--- config.mk ---
export PLATFORM = sky130hd
export DESIGN_NAME = mcprm_log2
export DESIGN_NICKNAME = d
export VERILOG_FILES = /design/src/hw/rtl/multichannel_peak_rms_meter_assert.svh /design/src/hw/rtl/mcprm_pkg.sv /design/src/hw/rtl/mcprm_log2.sv
export SDC_FILE = /design/constraint.sdc
export NUM_CORES = 2
export LEC_CHECK = 0
export ABC_AREA = 1
export BUFFER_PORTS_ARGS = -buffer_cell sky130_fd_sc_hd__buf_4
export CAP_MARGIN = 15
export CORE_MARGIN = 4
export CORE_UTILIZATION = 52
export CTS_CLUSTER_SIZE = 24
export DETAILED_ROUTE_END_ITERATION = 8
export PLACE_DENSITY = 0.65
export SLEW_MARGIN = 20
export SYNTH_ARGS = -nofsm -noshare
export SYNTH_HDL_FRONTEND = slang
export SYNTH_SLANG_ARGS = --single-unit
--- constraint.sdc ---
create_clock -name clock -period 10.55 [get_ports clock]
set_input_delay 2.6375 -clock clock [delete_from_list [all_inputs] [get_ports clock]]
set_output_delay 2.6375 -clock clock [all_outputs]
set_load 0.05 [all_outputs]
--- src/hw/rtl/multichannel_peak_rms_meter_assert.svh ---
// ============================================================================
// Assertion macros for the peak / RMS level meter
// Concurrent assertion shorthands that can be compiled out as a group.
// ============================================================================
`ifndef MULTICHANNEL_PEAK_RMS_METER_ASSERT_SVH
`define MULTICHANNEL_PEAK_RMS_METER_ASSERT_SVH

`ifndef NO_ASSERTIONS
// Same-cycle implication, disabled during reset.
`define MPRM_ASSERT_NOW(lbl, clk, rst, ant, con) \
   lbl: assert property (@(posedge clk) disable iff (rst) (ant) |-> (con)) \
      else $error("meter assertion failed");
// Next-cycle implication, disabled during reset.
`define MPRM_ASSERT_NEXT(lbl, clk, rst, ant, con) \
   lbl: assert property (@(posedge clk) disable iff (rst) (ant) |=> (con)) \
      else $error("meter assertion failed");
`else
`define MPRM_ASSERT_NOW(lbl, clk, rst, ant, con)
`define MPRM_ASSERT_NEXT(lbl, clk, rst, ant, con)
`endif

`endif

--- src/hw/rtl/mcprm_pkg.sv ---
// ============================================================================
// mcprm_pkg
// Shared types and constants of the peak / RMS level meter.
// ============================================================================
package mcprm_pkg;

   // log2 results are Q16: 6 integer bits and 16 fraction bits.
   localparam int LOG_FRAC_BITS = 16;
   localparam int LOG_W         = 6 + LOG_FRAC_BITS;

   // 100 * log10(2) in Q16.
   localparam logic [20:0] LOG_K_Q16 = 21'd1972830;

   localparam logic signed [9:0] LEVEL_FLOOR = -10'sd500;
   localparam logic [9:0]        FLOOR_MAG   = 10'd500;

   localparam logic [3:0] CSR_NUM_CHANNELS = 4'd0;
   localparam logic [3:0] CSR_HOLD_TICKS   = 4'd1;

   typedef enum logic [1:0] {
      LOG_IDLE,
      LOG_NORM,
      LOG_SQUARE
   } log_state_type;

   typedef struct packed {
      logic             done;
      logic [LOG_W-1:0] value;
   } log_result_type;

   typedef enum logic [3:0] {
      ST_IDLE,
      ST_FLOG_GO,
      ST_FLOG_WAIT,
      ST_READ,
      ST_FETCH,
      ST_ELOG_GO,
      ST_ELOG_WAIT,
      ST_PLOG_GO,
      ST_PLOG_WAIT,
      ST_CALC,
      ST_EMIT
   } meter_state_type;

endpackage

--- src/hw/rtl/mcprm_log2.sv ---
// ============================================================================
// mcprm_log2
// Iterative base-2 logarithm in Q16 of a 64-bit unsigned word: six
// normalizing shift steps, then sixteen squaring steps for the fraction.
// ============================================================================
module mcprm_log2 (
   input  logic                        clock,
   input  logic                        reset,
   input  logic                        start,
   input  logic [63:0]                 value,
   output mcprm_pkg::log_result_type   result
);

   mcprm_pkg::log_state_type state_ff, state_in;

   logic [3:0]  step_ff, step_in;
   logic [63:0] norm_ff, norm_in;
   logic [5:0]  exp_ff, exp_in;
   logic [31:0] mant_ff, mant_in;
   logic [15:0] frac_ff, frac_in;

   logic [6:0]  shift;
   logic [63:0] product;
   logic [32:0] squared;

   // Next state.
   always_comb begin
      state_in = state_ff;
      unique case (state_ff)
         mcprm_pkg::LOG_IDLE: begin
            if (start) state_in = mcprm_pkg::LOG_NORM;
         end
         mcprm_pkg::LOG_NORM: begin
            if (step_ff == 4'd5) state_in = mcprm_pkg::LOG_SQUARE;
         end
         mcprm_pkg::LOG_SQUARE: begin
            if (step_ff == 4'd15) state_in = mcprm_pkg::LOG_IDLE;
         end
         default: state_in = mcprm_pkg::LOG_IDLE;
      endcase
   end

   // Datapath of one step.
   always_comb begin
      shift   = 7'd32 >> step_ff[2:0];
      norm_in = norm_ff;
      exp_in  = exp_ff;
      if ((norm_ff >> (7'd64 - shift)) == 64'd0) begin
         norm_in = norm_ff << shift;
         exp_in  = exp_ff - shift[5:0];
      end
      product = mant_ff * mant_ff;
      squared = product[63:31];
      if (squared[32]) begin
         mant_in = squared[32:1];
         frac_in = {frac_ff[14:0], 1'b1};
      end else begin
         mant_in = squared[31:0];
         frac_in = {frac_ff[14:0], 1'b0};
      end
   end

   // Outputs.
   always_comb begin
      result.done  = (state_ff == mcprm_pkg::LOG_SQUARE) && (step_ff == 4'd15);
      result.value = {exp_ff, frac_in};
   end

   always_comb begin
      step_in = step_ff + 4'd1;
      if (state_in != state_ff) step_in = 4'd0;
   end

   always_ff @(posedge clock) begin
      if (reset) begin
         state_ff <= mcprm_pkg::LOG_IDLE;
         step_ff  <= 4'd0;
      end else begin
         state_ff <= state_in;
         step_ff  <= step_in;
      end
   end

   always_ff @(posedge clock) begin
      unique case (state_ff)
         mcprm_pkg::LOG_IDLE: begin
            norm_ff <= value;
            exp_ff  <= 6'd63;
            frac_ff <= 16'd0;
         end
         mcprm_pkg::LOG_NORM: begin
            norm_ff <= norm_in;
            exp_ff  <= exp_in;
            mant_ff <= norm_in[63:32];
         end
         mcprm_pkg::LOG_SQUARE: begin
            mant_ff <= mant_in;
            frac_ff <= frac_in;
         end
         default: begin
            frac_ff <= 16'd0;
         end
      endcase
   end

endmodule

==> results_tabular.tex <==
\begin{tabular}{lr}
\hline
Metric & Value \\
\hline
\multicolumn{2}{l}{\textbf{Timing}} \\
Count of final hold-check violations & 0 \\
Maximum clock skew at final layout & 0.0206 ns \\
Worst-case headroom to the max-slew limit & 0.312 \\
Final clock period utilization by the worst path & 0.979 \\
Achievable frequency & 0.0968 GHz \\
Number of pins with negative max-slew slack in the final report & 0 \\
Fin Hold WS & 0.495 ns \\
Slew at the pin closest to its max-slew limit & 1.02 ns \\
Total of endpoints with negative setup slack in the final report & 0 \\
Clock period minus final worst setup slack & 10.33 ns \\
\multicolumn{2}{l}{\textbf{Final layout}} \\
Synth-to-layout area growth & 7.53\% \\
Number of nets in the layout & 7044 \\
Proportion of layout cells with a drive suffix above 1 & 0.0574 \\
Count of inserted antenna diode cells & 0 \\
Commonest non-fill, non-tap cell in the layout & nand2\_1 \\
Non-filler cells in the finished layout & 6955 \\
FILL cells & 7967 \\
Commonest non-fill, non-tap cells in the layout & nand2\_1 (1516), inv\_1 (1429), fa\_1 (789) \\
\multicolumn{2}{l}{\textbf{Clock tree}} \\
Buffer levels on the longest clock path & 2 \\
Clock Latency Late Sink & 0.49 ns \\
Hold buffer count at CTS & 0 \\
Inserted Clock Buffers & 17 \\
Clock-pin slew of the registers on the worst-case setup and hold paths & 0.07 ns \\
Max H-tree Level & 4 \\
CTS sink cnt & 123 \\
Clock tree from TritonCTS & yes \\
Root Buffer & clkbuf\_16 \\
\multicolumn{2}{l}{\textbf{Global routing}} \\
Global-route wire length before repair & 226000 µm \\
Antenna violations before repair & 1 \\
GRT Residual Overflow & 0 \\
Overall fraction of global-route tracks in use & 0.341 \\
Vias in the first global route & 38.5k \\
Largest net degree at the start of global routing & 81 \\
\multicolumn{2}{l}{\textbf{Setup path}} \\
Most frequent cell on the critical path & fa\_1 \\
Startpoint of the most critical setup path & mant\_ff[14]\$\_DFFE\_PP\_ \\
Kind of capture point of the worst setup path & output port \\
Slowest library cell on the worst path & fa\_1 \\
Req. time, crit path & 7.91 ns \\
Max stage delay on crit path & 0.53 ns \\
Startpoint-to-endpoint class of the critical path & flip-flop to output port \\
Data arrival time at the worst-slack endpoint & 7.69 ns \\
Beginning of the worst register-to-register path & mant\_ff[14]\$\_DFFE\_PP\_ \\
Number of cells on the worst reg-to-reg path & 34 \\
Category of the worst setup path launch point & flip-flop \\
Top fanout value on the critical path & 8 \\
\multicolumn{2}{l}{\textbf{Synthesis}} \\
Number of synthesized flops with an enable pin & 117 \\
Nets in the synthesized netlist & 7052 \\
Proportion of synthesized chip area in sequential cells & 0.0841 \\
Area of the mapped netlist & 43200 µm² \\
Register bit count reported by yosys & 123 \\
Average cell area after synthesis & 7.35 µm² \\
Synth async-reset ratio & 0 \\
Synth unique cells & 47 \\
Number of synthesis warnings & 0 \\
Post-synthesis instance total & 5880 \\
Dominant register cell in the synthesized netlist & edfxtp\_1 \\
\multicolumn{2}{l}{\textbf{Route}} \\
Pre-Repair DR Iteration Count & 7 \\
Iter 0 DRT Violations & 3831 \\
Number of nets with antenna violations after routing & 0 \\
Final Routed Wirelength & 148000 µm \\
WL per Instance & 21.3 µm \\
Count of unresolved DRC violations after routing & 0 \\
Vias per cell & 5.51 \\
Via count & 38.3k \\
\multicolumn{2}{l}{\textbf{Die}} \\
Standard-cell rows & 105 \\
Starting density of the core & 0.526 \\
Chip Width & 296 µm \\
Core Region & 82200 µm² \\
Vertical extent of the die & 296 µm \\
Area enclosed by the die boundary & 87800 µm² \\
Top-level port count & 90 \\
\multicolumn{2}{l}{\textbf{Placed design}} \\
Placed Instances & 6895 \\
Routability-driven placement congestion ratio & 1.08 \\
IO buf count & 89 \\
Detail Placement HPWL & 119000 µm \\
\multicolumn{2}{l}{\textbf{Run}} \\
Max-cap violations & 0 \\
\multicolumn{2}{l}{\textbf{Hold path}} \\
Worst hold path type & flip-flop to flip-flop \\
Hold Path Depth & 1 \\
Launch instance of the worst min-delay path & step\_ff[0]\$\_SDFF\_PP0\_ \\
\multicolumn{2}{l}{\textbf{Run status}} \\
Outcome & finished, final reports clean \\
\hline
\end{tabular}
## final timing paths
| path | end | slack (ns) |
|---|---|---|
| setup / recovery | result[0] | 0.22 |
| hold / removal | step_ff[0]$_SDFF_PP0_ | 0.49 |
| setup reg to reg | mant_ff[2]$_DFFE_PP_ | 1.71 |
| hold reg to reg | step_ff[0]$_SDFF_PP0_ | 0.49 |
## metrics by stage
step                      instance area (µm²)  setup slack (ns)  TNS (ns)   util
after CTS                               46000            0.0370         0  0.559
after detailed placement                45300             0.362         0  0.551
final                                   46500             0.218         0  0.565
after global placement                  45300             0.391         0  0.551
after floorplan                         43200             0.404         0      -
after global routing                    46500           -0.0197   -0.0197  0.565
## cells in the mapped netlist (all sizes together) (9+ instances only)
library cell / n / area [µm²]
a21o: 10 / 75.1
a21oi: 126 / 631
a31oi: 35 / 219
buf: 90 / 439
clkbuf: 172 / 646
edfxtp: 117 / 3510
fa: 792 / 15900
ha: 313 / 3920
inv: 1437 / 5390
mux2i: 17 / 170
nand2: 1529 / 5760
nand3: 558 / 2790
nor2: 202 / 761
nor3: 15 / 75.1
o211ai: 9 / 67.6
o21ai: 273 / 1370
o21bai: 25 / 188
or2: 16 / 100
xnor2: 27 / 236
xor2: 58 / 531
## routing by layer
metal	track usage	wire length [µm]	vias up
met1	0.472	60800	18600
met5	0	13	-
met2	0.535	66600	1779
met3	0.0625	13800	319
met4	0.134	7120	2
li1	-	-	17600
## repair_timing
item	4_1_cts	5_1_grt
gates cloned	0	4
setup buffers	1	23
setup endpoints to repair	1	1
resized for setup	3	39
pin swaps	0	11
## worst max-delay path, delay by kind of cell, from the launching register on
kind / cells / cell delay [ns]
adder cells (fa/ha/maj): 9 / 4.32
buffers and inverters: 9 / 0.94
AND/OR/NAND/NOR: 7 / 0.86
AO/OA/AOI/OAI: 4 / 0.61
flip-flops: 1 / 0.46
## sequential cells by signal (all words and copies together), names as in the netlist
name / flops
frac_ff: 15
mant_ff: 32
state_ff: 2
exp_ff: 6
norm_ff: 64
step_ff: 4
## cell families (layout without fill, tap and decap cells)
kind of cell | count (synthesis) | in the layout | share of synthesized area
xor gates and xnor gates | 85 | 85 | 0.0177
and+or+nand+nor | 2343 | 2343 | 0.223
AOI/OAI and AO/OA | 504 | 504 | 0.0637
DFF | 123 | 123 | 0.0841
muxes | 17 | 17 | 0.00394
buffers and inverters | 1703 | 1708 | 0.150
adders and majority gates | 1105 | 1105 | 0.457
## area by class of cell
class | instances | area [µm²] | share of cell area
tap | 1070 | 1340 | 0.0288
clock buffer | 17 | 425 | 0.00915
multi-input combinational | 4054 | 33300 | 0.717
timing repair buffer | 235 | 2120 | 0.0455
clock inverter | 15 | 219 | 0.00471
sequential | 123 | 3630 | 0.0782
inverter | 1441 | 5410 | 0.116
Power is left out: the tool's default activity adds up to more than one toggle a clock period on the data nets, which glitch-free logic cannot reach.
